**config.mk**
```make
export PLATFORM = sky130hd
export DESIGN_NAME = ordered_record_list_flat
export DESIGN_NICKNAME = d
export VERILOG_FILES = /design/src/sv/orl_pkg.sv /design/src/sv/orl_req_if.sv /design/src/sv/orl_rsp_if.sv /design/src/sv/orl_ctrl.sv /design/src/sv/orl_dp.sv /design/src/sv/ordered_record_list.sv /design/src/flat_wrapper.sv
export SDC_FILE = /design/constraint.sdc
export NUM_CORES = 2
export LEC_CHECK = 0
export BUFFER_PORTS_ARGS = -buffer_cell sky130_fd_sc_hd__buf_2
export CORE_MARGIN = 3
export CORE_UTILIZATION = 35
export CTS_BUF_LIST = sky130_fd_sc_hd__clkbuf_8 sky130_fd_sc_hd__clkbuf_16
export CTS_CLUSTER_SIZE = 10
export DETAILED_ROUTE_END_ITERATION = 10
export GPL_TIMING_DRIVEN = 0
export PLACE_DENSITY_LB_ADDON = 0.2
export REMOVE_ABC_BUFFERS = 1
export SLEW_MARGIN = 10
export SYNTH_ARGS = -nofsm -noshare
export SYNTH_HDL_FRONTEND = slang
export SYNTH_HIERARCHICAL = 1
export SYNTH_SLANG_ARGS = --single-unit
```
**constraint.sdc**
```tcl
create_clock -name clk_i -period 6.5 [get_ports clk_i]
set_input_delay 0.325 -clock clk_i [delete_from_list [all_inputs] [get_ports clk_i]]
set_output_delay 0.325 -clock clk_i [all_outputs]
set_load 0.02 [all_outputs]
```
**src/sv/orl_pkg.sv**
```systemverilog
// shared types and constants of the ordered record list
// no dependencies; used by every other file of the block

package orl_pkg;

  localparam int DEPTH = 16;
  localparam int IDX_W = $clog2(DEPTH);
  localparam int CNT_W = $clog2(DEPTH + 1);
  localparam int CMD_W = 3;
  localparam int POS_W = 5;
  localparam int KEY_W = 32;
  localparam int AGE_W = 8;
  localparam int CAT_W = 8;
  localparam int ST_W  = 3;

  typedef enum logic [CMD_W-1:0] {
    CmdInsert = 3'd0,
    CmdDelete = 3'd1,
    CmdFind   = 3'd2,
    CmdModify = 3'd3,
    CmdCount  = 3'd4
  } orl_cmd_e;

  typedef enum logic [ST_W-1:0] {
    StOk       = 3'd0,
    StBadPos   = 3'd1,
    StDup      = 3'd2,
    StFull     = 3'd3,
    StNotFound = 3'd4
  } orl_status_e;

  typedef enum logic {
    StateIdle,
    StateExec
  } orl_state_e;

  typedef struct packed {
    logic [CMD_W-1:0] command;
    logic [POS_W-1:0] position;
    logic [KEY_W-1:0] key;
    logic             sex;
    logic [AGE_W-1:0] age;
    logic [CAT_W-1:0] category;
  } orl_req_t;

  typedef struct packed {
    logic [ST_W-1:0]  status;
    logic [POS_W-1:0] hit_position;
    logic             found_sex;
    logic [AGE_W-1:0] found_age;
    logic [CAT_W-1:0] found_category;
    logic [POS_W-1:0] match_count;
    logic [POS_W-1:0] entry_count;
  } orl_rsp_t;

  typedef struct packed {
    logic [KEY_W-1:0] key;
    logic             sex;
    logic [AGE_W-1:0] age;
    logic [CAT_W-1:0] category;
  } orl_rec_t;

  typedef struct packed {
    logic load;
    logic exec;
  } orl_ctrl_t;

endpackage

```
**src/sv/orl_req_if.sv**
```systemverilog
// command channel of the ordered record list
// depends on orl_pkg

interface orl_req_if;
  logic              valid;
  logic              ready;
  orl_pkg::orl_req_t data;

  modport source (output valid, output data, input ready);
  modport sink (input valid, input data, output ready);
endinterface

```
**src/sv/orl_rsp_if.sv**
```systemverilog
// result channel of the ordered record list
// depends on orl_pkg

interface orl_rsp_if;
  logic              valid;
  logic              ready;
  orl_pkg::orl_rsp_t data;

  modport source (output valid, output data, input ready);
  modport sink (input valid, input data, output ready);
endinterface

```
**src/sv/orl_ctrl.sv**
```systemverilog
// controller of the ordered record list: sequences accept and execute
// depends on orl_pkg

module orl_ctrl (
  input  logic                clk_i,
  input  logic                rst_ni,
  input  logic                req_valid_i,
  output logic                req_ready_o,
  output logic                rsp_valid_o,
  input  logic                rsp_ready_i,
  output orl_pkg::orl_ctrl_t  ctrl_o
);

  orl_pkg::orl_state_e state_q, state_d;
  logic                out_valid_q, out_valid_d;

  always_ff @(posedge clk_i or negedge rst_ni) begin
    if (!rst_ni) begin
      state_q     <= orl_pkg::StateIdle;
      out_valid_q <= 1'b0;
    end else begin
      state_q     <= state_d;
      out_valid_q <= out_valid_d;
    end
  end

  always_comb begin
    state_d     = state_q;
    ctrl_o      = '0;
    req_ready_o = 1'b0;
    out_valid_d = out_valid_q && !rsp_ready_i;
    unique case (state_q)
      orl_pkg::StateIdle: begin
        req_ready_o = 1'b1;
        if (req_valid_i) begin
          ctrl_o.load = 1'b1;
          state_d     = orl_pkg::StateExec;
        end
      end
      orl_pkg::StateExec: begin
        if (!out_valid_q || rsp_ready_i) begin
          ctrl_o.exec = 1'b1;
          out_valid_d = 1'b1;
          state_d     = orl_pkg::StateIdle;
        end
      end
      default: state_d = orl_pkg::StateIdle;
    endcase
  end

  assign rsp_valid_o = out_valid_q;

endmodule

```
**src/sv/orl_dp.sv**
```systemverilog
// datapath of the ordered record list: entry cells, match vectors, result register
// depends on orl_pkg

module orl_dp (
  input  logic               clk_i,
  input  logic               rst_ni,
  input  orl_pkg::orl_ctrl_t ctrl_i,
  input  orl_pkg::orl_req_t  req_i,
  output orl_pkg::orl_rsp_t  rsp_o
);

  orl_pkg::orl_rec_t                  ents_q [orl_pkg::DEPTH];
  orl_pkg::orl_rec_t                  ents_d [orl_pkg::DEPTH];
  orl_pkg::orl_rec_t                  prv    [orl_pkg::DEPTH];
  orl_pkg::orl_rec_t                  nxt    [orl_pkg::DEPTH];
  logic [orl_pkg::CNT_W-1:0]          fill_q, fill_d;
  orl_pkg::orl_req_t                  req_q;
  orl_pkg::orl_rsp_t                  rsp_q, rsp_d;
  logic [orl_pkg::DEPTH-1:0]          hit_q, hit_d, cat_q, cat_d;
  logic [orl_pkg::IDX_W-1:0]          hit_idx, ins_at;
  logic                               hit_any, pos_ok;
  orl_pkg::orl_rec_t                  hit_rec, new_rec;
  logic [orl_pkg::POS_W-1:0]          hit_pos;

  // per-cell compares against the incoming command
  always_comb begin
    for (int i = 0; i < orl_pkg::DEPTH; i++) begin
      hit_d[i] = (orl_pkg::CNT_W'(i) < fill_q) && (ents_q[i].key == req_i.key);
      cat_d[i] = (orl_pkg::CNT_W'(i) < fill_q) && (ents_q[i].category == req_i.category);
    end
  end

  always_ff @(posedge clk_i or negedge rst_ni) begin
    if (!rst_ni) begin
      fill_q <= '0;
    end else if (ctrl_i.exec) begin
      fill_q <= fill_d;
    end
  end

  always_ff @(posedge clk_i) begin
    if (ctrl_i.load) begin
      req_q <= req_i;
      hit_q <= hit_d;
      cat_q <= cat_d;
    end
    if (ctrl_i.exec) begin
      rsp_q <= rsp_d;
      for (int i = 0; i < orl_pkg::DEPTH; i++) begin
        ents_q[i] <= ents_d[i];
      end
    end
  end

  always_comb begin
    hit_idx = '0;
    for (int i = orl_pkg::DEPTH - 1; i >= 0; i--) begin
      if (hit_q[i]) begin
        hit_idx = orl_pkg::IDX_W'(i);
      end
    end
  end

  always_comb begin
    prv[0]                  = ents_q[0];
    nxt[orl_pkg::DEPTH-1]   = ents_q[orl_pkg::DEPTH-1];
    for (int i = 1; i < orl_pkg::DEPTH; i++) begin
      prv[i]   = ents_q[i-1];
      nxt[i-1] = ents_q[i];
    end
  end

  assign hit_any = |hit_q;
  assign hit_rec = ents_q[hit_idx];
  assign hit_pos = orl_pkg::POS_W'(hit_idx) + orl_pkg::POS_W'(1);
  assign ins_at  = orl_pkg::IDX_W'(req_q.position - orl_pkg::POS_W'(1));
  assign pos_ok  = (req_q.position != '0) &&
                   ((orl_pkg::CNT_W + 1)'(req_q.position) <=
                    (orl_pkg::CNT_W + 1)'(fill_q) + (orl_pkg::CNT_W + 1)'(1));
  assign new_rec = '{key: req_q.key, sex: req_q.sex, age: req_q.age,
                     category: req_q.category};

  always_comb begin
    rsp_d  = '0;
    fill_d = fill_q;
    for (int i = 0; i < orl_pkg::DEPTH; i++) begin
      ents_d[i] = ents_q[i];
    end
    unique case (req_q.command)
      orl_pkg::CmdInsert: begin
        if (!pos_ok) begin
          rsp_d.status = orl_pkg::StBadPos;
        end else if (hit_any) begin
          rsp_d.status = orl_pkg::StDup;
        end else if (fill_q == orl_pkg::CNT_W'(orl_pkg::DEPTH)) begin
          rsp_d.status = orl_pkg::StFull;
        end else begin
          for (int i = 0; i < orl_pkg::DEPTH; i++) begin
            if (orl_pkg::IDX_W'(i) == ins_at) begin
              ents_d[i] = new_rec;
            end else if (orl_pkg::IDX_W'(i) > ins_at && orl_pkg::CNT_W'(i) <= fill_q) begin
              ents_d[i] = prv[i];
            end
          end
          fill_d               = fill_q + orl_pkg::CNT_W'(1);
          rsp_d.hit_position   = req_q.position;
          rsp_d.found_sex      = req_q.sex;
          rsp_d.found_age      = req_q.age;
          rsp_d.found_category = req_q.category;
        end
      end
      orl_pkg::CmdDelete, orl_pkg::CmdFind, orl_pkg::CmdModify: begin
        if (!hit_any) begin
          rsp_d.status = orl_pkg::StNotFound;
        end else begin
          rsp_d.hit_position   = hit_pos;
          rsp_d.found_sex      = hit_rec.sex;
          rsp_d.found_age      = hit_rec.age;
          rsp_d.found_category = hit_rec.category;
          if (req_q.command == orl_pkg::CmdDelete) begin
            for (int i = 0; i < orl_pkg::DEPTH; i++) begin
              if (orl_pkg::IDX_W'(i) >= hit_idx && orl_pkg::CNT_W'(i + 1) < fill_q) begin
                ents_d[i] = nxt[i];
              end
            end
            fill_d = fill_q - orl_pkg::CNT_W'(1);
          end else if (req_q.command == orl_pkg::CmdModify) begin
            for (int i = 0; i < orl_pkg::DEPTH; i++) begin
              if (hit_q[i]) begin
                ents_d[i].sex      = req_q.sex;
                ents_d[i].age      = req_q.age;
                ents_d[i].category = req_q.category;
              end
            end
            rsp_d.found_sex      = req_q.sex;
            rsp_d.found_age      = req_q.age;
            rsp_d.found_category = req_q.category;
          end
        end
      end
      orl_pkg::CmdCount: begin
        rsp_d.match_count = orl_pkg::POS_W'($countones(cat_q));
      end
      default: rsp_d.status = orl_pkg::StOk;
    endcase
    rsp_d.entry_count = orl_pkg::POS_W'(fill_d);
  end

  assign rsp_o = rsp_q;

endmodule

```
**src/sv/ordered_record_list.sv**
```systemverilog
// Ordered record list: a positional list of up to 16 keyed records held in a
// row of register cells. In the transfer cycle of a command all cells compare
// their key and category against the command; in the execute step, once the
// output register is free, the cells insert, shift out, rewrite or count and
// the result is loaded into the output register. A new command is taken in the
// cycle after that, so only one command is in flight at a time; a result that
// is not taken holds the execute step until the register frees.
// top level; depends on orl_pkg, orl_req_if, orl_rsp_if, orl_ctrl and orl_dp

module ordered_record_list (
  input  logic       clk_i,
  input  logic       rst_ni,
  orl_req_if.sink    req_i,
  orl_rsp_if.source  rsp_o
);

  orl_pkg::orl_ctrl_t ctrl;

  orl_ctrl u_ctrl (
    .clk_i       (clk_i),
    .rst_ni      (rst_ni),
    .req_valid_i (req_i.valid),
    .req_ready_o (req_i.ready),
    .rsp_valid_o (rsp_o.valid),
    .rsp_ready_i (rsp_o.ready),
    .ctrl_o      (ctrl)
  );

  orl_dp u_dp (
    .clk_i  (clk_i),
    .rst_ni (rst_ni),
    .ctrl_i (ctrl),
    .req_i  (req_i.data),
    .rsp_o  (rsp_o.data)
  );

  // one command in flight: no transfer right after a transfer
  a_one_in_flight: assert property (@(posedge clk_i) disable iff (!rst_ni)
    (req_i.valid && req_i.ready) |=> !req_i.ready)
    else $error("command taken while another is in execution");

  a_count_bound: assert property (@(posedge clk_i) disable iff (!rst_ni)
    rsp_o.valid |-> rsp_o.data.entry_count <= orl_pkg::POS_W'(orl_pkg::DEPTH))
    else $error("entry count beyond depth");

  a_miss_empty: assert property (@(posedge clk_i) disable iff (!rst_ni)
    (rsp_o.valid && rsp_o.data.status != orl_pkg::StOk) |->
    (rsp_o.data.hit_position == '0 && rsp_o.data.match_count == '0))
    else $error("failed command reports a position or a count");

endmodule

```
**src/flat_wrapper.sv**
```systemverilog
// flat-port wrapper written by rule: the top's interface ports become plain ports
module ordered_record_list_flat 
  (clk_i, rst_ni, req_i_valid, req_i_data, req_i_ready, rsp_o_valid, rsp_o_data, rsp_o_ready);
  orl_req_if req_i_i ();
  orl_rsp_if rsp_o_i ();
  input  logic clk_i;
  input  logic rst_ni;
  input wire logic [$bits(req_i_i.valid)-1:0] req_i_valid;
  input wire logic [$bits(req_i_i.data)-1:0] req_i_data;
  output wire logic [$bits(req_i_i.ready)-1:0] req_i_ready;
  output wire logic [$bits(rsp_o_i.valid)-1:0] rsp_o_valid;
  output wire logic [$bits(rsp_o_i.data)-1:0] rsp_o_data;
  input wire logic [$bits(rsp_o_i.ready)-1:0] rsp_o_ready;
  assign req_i_i.valid = req_i_valid;
  assign req_i_i.data = req_i_data;
  assign req_i_ready = req_i_i.ready;
  assign rsp_o_valid = rsp_o_i.valid;
  assign rsp_o_data = rsp_o_i.data;
  assign rsp_o_i.ready = rsp_o_ready;
  ordered_record_list u_core (.clk_i(clk_i), .rst_ni(rst_ni), .req_i(req_i_i), .rsp_o(rsp_o_i));
endmodule
```
## Yosys cells after proc, flatten, opt, wreduce, memory -nomap -nowiden

Memories as Yosys holds them, arrays and structs flattened.
Index checks and enable logic that the tools add are counted.

- Register bits after elaboration: 131
- Memory bits (writable): 784
- Input port bits: 61
- Output and inout port bits: 37
- Logic and storage cells: 385
- Memories kept: 1

- Add/sub/neg operators: 20
- Magnitude comparators: 62
- Equality and inequality tests: 52
- Muxes and demuxes: 159
- Bitwise gates (word level): 1
- Reductions and logical operators: 72

Memory list:

| name | words | width | rd ports | clocked after memory_dff | wr ports | line | source |
|---|---|---|---|---|---|---|---|
| u_core.u_dp.ents_q | 16 | 49 | 17 | 0 | 16 | orl_dp.sv:12 | `orl_pkg::orl_rec_t ents_q [orl_pkg::DEPTH];` |

Operator list:

| operator | number |
|---|---|
| two-way mux 784 bit | 4 |
| two-way mux 49 bit | 46 |
| one-hot mux 784 bit (2 select lines) | 1 |
| two-way mux 17 bit | 50 |
| equality test 32 bit | 16 |
| two-way mux 32 bit | 15 |
| equality test 8 bit | 16 |
| two-way mux 22 bit | 4 |
| logical AND 1 bit | 64 |
| two-way mux 4 bit | 16 |
| one-hot mux 22 bit (2 select lines) | 1 |
| <= comparator 4 x 5 -> 1 bit (first input constant) | 8 |
| less-than comparator 4 x 5 -> 1 bit (first input constant) | 8 |
| equality test 4 bit (first input constant) | 8 |
| > comparator 4 bit (first input constant) | 8 |
| greater-or-equal comparator 4 bit (first input constant) | 7 |
| two-way mux 5 bit | 5 |
| <= comparator 3 x 5 -> 1 bit (first input constant) | 4 |
| less-than comparator 3 x 5 -> 1 bit (first input constant) | 4 |
| adder 1 x 1 -> 2 bit | 8 |
| equality test 3 x 4 -> 1 bit (first input constant) | 4 |
| greater-or-equal comparator 3 x 4 -> 1 bit (first input constant) | 4 |
| > comparator 3 x 4 -> 1 bit (first input constant) | 4 |
| OR reduction 16 bit | 1 |
| 36 further kinds | 60 |

## Longest topological paths before layout

- Depth in word-level cells: 22
- Mapped depth: 15
- Mapped depth without buffers: 13

## By module

Netlist, hierarchy kept.

Modules (own cells, without submodules):

| module | instances | cells each | area an instance (µm²) | seq. area each (µm²) |
|---|---|---|---|---|
| orl_dp | 1 | 5,169 | 54,104.4 | 27,391.3 |
| orl_ctrl | 1 | 8 | 93.8 | 50.0 |

## Least setup slack after synthesis

OpenSTA, ideal clock, no wires.

- Path type: reg-to-reg
- From: register, netlist name u_core/u_dp/fill_q[3]
- To: memory u_core/u_dp/ents_q[14][0] in the netlist's numbering (enable)
- Library setup time: 485 ps
- Data arrival time: 5,347 ps
- Required time: 6,015 ps
- Setup slack: 668 ps
- Cell stages (with the launch flop): 15
- Buffers on the path: 2
- Period minus slack after synthesis: 5,832 ps
- Cells stage by stage: dfrtp_1 buf_2 and2_0 clkbuf_1 nand2_1 xor2_1 ha_1 and3_1 a32oi_1 a21boi_1 a221oi_2 nand3_2 a21oi_2 o21ai_2 a2111oi_0

RTL lines:

| element | line |
|---|---|
| to (decl) | orl_dp.sv:12 |

==> out/results.tsv <==
stage	metric	value	unit
status	status	complete, but fails checks	
status	violations	DRC	
synth	syn_inst	5177	
timing	rsz0062_at_grt	false	
critical_path	path_max_fanout	19	
final_layout	layout.cells.non_filler	7197	
clocking	tritoncts	done	
timing	fmax	180	MHz
critical_path	worst-path-buf-inv	2	
place	dpl.hpwl	148000	um
global_route	grt-ovfl-total	0	
die	die_w	400	um
drt	wl_per_cell	28.0	um
timing	post-route-period-util	85.7	%
pwr	p_leak	24.4	nW
place	place_inst	7017	
critical_path	slowest_stage	a211oi_4	
timing	worst_slew_pin_slew	1.40	ns
critical_path	critPathCaptureType	register	
clocking	clkTransAtPathRegs	0.06	ns
clocking	cts_root_buf	clkbuf_16	
die	boundaryPins	98	
drt	antenna_left	0	
pwr	peakVddDrop	0.000198	V
timing	slew_headroom	5.79	%
clocking	post_cts_buffers	0	
clocking	clk_latency	0.74	ns
final_layout	fin_nets	5211	
clocking	cts_buffers	107	
die	chipHeight	400	um
final_layout	multiInputGateArea	0.0244	mm2
critical_path	cp_top_family	compound AO/OA/AOI/OAI gates	
critical_path	worstPathArrival	6.00	ns
timing	maxSlewViolCount	0	
pwr	powerDensity	264	mW/mm2
timing	finalSetupTns	0	ns
synth	synth_area	0.0542	mm2
final_layout	nFillCells	15000	
final_layout	regArea	0.0274	mm2
final_layout	synthToLayoutAreaGrowth	13.5	%
die	core	0.153	mm2
global_route	antenna_found_initial	5	
synth	synth.avg_cell_area	10.5	um2
timing	skew	0.0292	ns
drt	vias	42400	
critical_path	startpoint_type	register	
critical_path	crit_path_frequent_cell	buf_8	
die	die_area	0.160	mm2
global_route	grt_pass1_wl	292000	um
timing	hold_viol	0	
drt	viasPerCell	5.89	
die	start_util	35.5	%
die	num_rows	143	
final_layout	utilization	40.2	%
hold_path	hp-class	primary input to register	
synth	ys_ff_latch	915	
critical_path	critical_path_class	register to register	
critical_path	path_cells	and2_0, nand2_1, xor2_1, ha_1, and3_1, a32oi_1, a21boi_1, a221oi_2, nand3_2, a21oi_2, nand2_2, a211oi_4, buf_8, buf_8	
synth	synth_edf_count	908	
global_route	grt_max_degree	88	
final_layout	final_cell_mix	nand2_1 (912), edfxtp_1 (908), o21ai_0 (473), mux2i_1 (473), xor2_1 (365)	
synth	synth.distinct_cells	87	
clocking	htreeDepth	3	
final_layout	drive_gt1_share	9.97	%
synth	yosysWarnings	6	
drt	routed_wl	202000	um
timing	setup_viol	0	
clocking	clock_path_buffers	3	
pwr	total_power	16.3	mW
drt	drt_iter0_markers	6226	
synth	async_flop_share	0.765	%
clocking	clkSinkCount	915	
global_route	grt_pass1_vias	41600	
place	routabilityCongestion	0.915	
global_route	grt_use_total	24.6	%
flow_run	cap_viol_max_count	0	
place	io_buffers	97	
critical_path	worstPathRequired	6.93	ns
synth	ys.flop_type	edfxtp_1	
drt	dr.pass1.iters	11	
critical_path	max_stage_delay	0.92	ns
timing	final.min_clock_period	5.57	ns
synth	seq_area_frac_synth	50.6	%
final_layout	layout_commonest_cell	nand2_1	
drt	drc	10	
-- cell type report --
cell class / count / share of cell area (%)
multi-input combinational: 3544 / 39.7
timing repair buffer: 273 / 5.03
sequential: 915 / 44.6
tap: 2030 / 4.13
antenna: 3 / 0.0122
clock buffer: 111 / 4.44
clock inverter: 46 / 0.376
inverter: 275 / 1.69
-- report_power, final --
part	total, mW	internal, mW	switching (mW)	leakage, nW
Sequential	7.35	6.91	0.431	8.41
Combinational	3.45	1.17	2.28	14.4
Clock	5.46	2.97	2.48	1.56
-- state kept, by name, summed over array words and instances, names as in the netlist --
name and count:
u_core/u_dp/ents_q 784, u_core/u_dp/new_rec 49, u_core/u_dp/rsp_o 35, u_core/u_dp/cat_q 16, u_core/u_dp/hit_q 16, u_core/u_dp/req_q 8, u_core/u_dp/fill_q 5, u_core/u_ctrl/rsp_valid_o 1
u_core/u_ctrl/state_q 1
-- routing by layer --
metal	track usage [%]	routed length, um	vias up
met5	0	21	-
met4	10.2	8890	4
met3	3.16	14200	350
met2	41.2	97100	1973
met1	32.2	81500	21400
li1	-	-	18700
-- kinds of logic after synthesis --
logic type	after synthesis	synth area share (%)
simple gates	1404	11.4
compound gates	954	11.9
flops	915	50.6
buf+inv	718	5.22
xor+xnor	652	10.6
mux	500	9.34
fa+ha+maj	34	0.923
-- synthesized netlist by cell type (4+ instances only) --
cell type	number	area share, %
a21oi_2	4	0.065
o21ai_0	475	4.4
a2111oi_2	5	0.14
mux2i_1	473	8.7
a21oi_1	88	0.81
a211o_1	5	0.081
clkbuf_1	321	2.2
o22ai_1	10	0.12
edfxtp_1	908	50
or3_1	5	0.058
a21o_1	6	0.083
ha_1	24	0.55
xnor2_1	285	4.6
o221ai_1	14	0.23
o21ai_1	11	0.10
clkbuf_2	9	0.083
nor2b_1	5	0.058
nand4_1	86	0.99
buf_2	59	0.54
buf_1	45	0.31
nor3_1	25	0.23
a222oi_1	238	4.4
dfrtp_1	7	0.32
nand2_1	922	6.4
buf_4	7	0.097
a32oi_1	8	0.13
a311oi_1	7	0.11
o21ai_2	8	0.13
a31oi_1	23	0.27
nor2_1	73	0.51
nor4_1	110	1.3
xor2_1	365	5.9
fa_1	10	0.37
nand3_1	117	1.1
nand2_2	6	0.069
inv_1	273	1.9
and3_1	23	0.27
mux2_2	25	0.52
a211oi_1	16	0.22
-- final timing paths --
path,start,to,slack (ns),depth (start not counted)
min reg2reg,u_core/u_ctrl/rsp_valid_o$_DFF_PN0_,u_core/u_ctrl/rsp_valid_o$_DFF_PN0_,0.54,2
min,req_i_valid,u_core/u_dp/req_q[56]$_DFFE_PP_,0.11,2
max reg2reg,u_core/u_dp/fill_q[3]$_DFFE_PN0P_,u_core/u_dp/ents_q[14][29]$_DFFE_PP_,0.93,14
max in group asynchronous,rst_ni,u_core/u_dp/fill_q[3]$_DFFE_PN0P_,5.65,3
max,u_core/u_dp/fill_q[3]$_DFFE_PN0P_,u_core/u_dp/ents_q[14][29]$_DFFE_PP_,0.93,14
min in group asynchronous,rst_ni,u_core/u_dp/fill_q[0]$_DFFE_PN0P_,0.58,3
-- through the flow --
step | hold WS [ns] | cell area (um2) | worst slack [ns]
floorplan | 0.0294 | 52400 | -41.14
global placement | 0.188 | 55400 | -103.02
detailed placement | 0.188 | 58300 | 0.887
CTS | 0.0764 | 61500 | 0.881
global route | 0.106 | 61500 | 0.639
finish | 0.111 | 61500 | 0.931
-- what timing repair did --
| item | CTS | global route |
|---|---|---|
| endpoints found under the hold margin | 26 | 0 |
| hold buffers | 20 | 0 |
| gates resized for setup | 0 | 0 |
(Power assumes the default switching activity.)
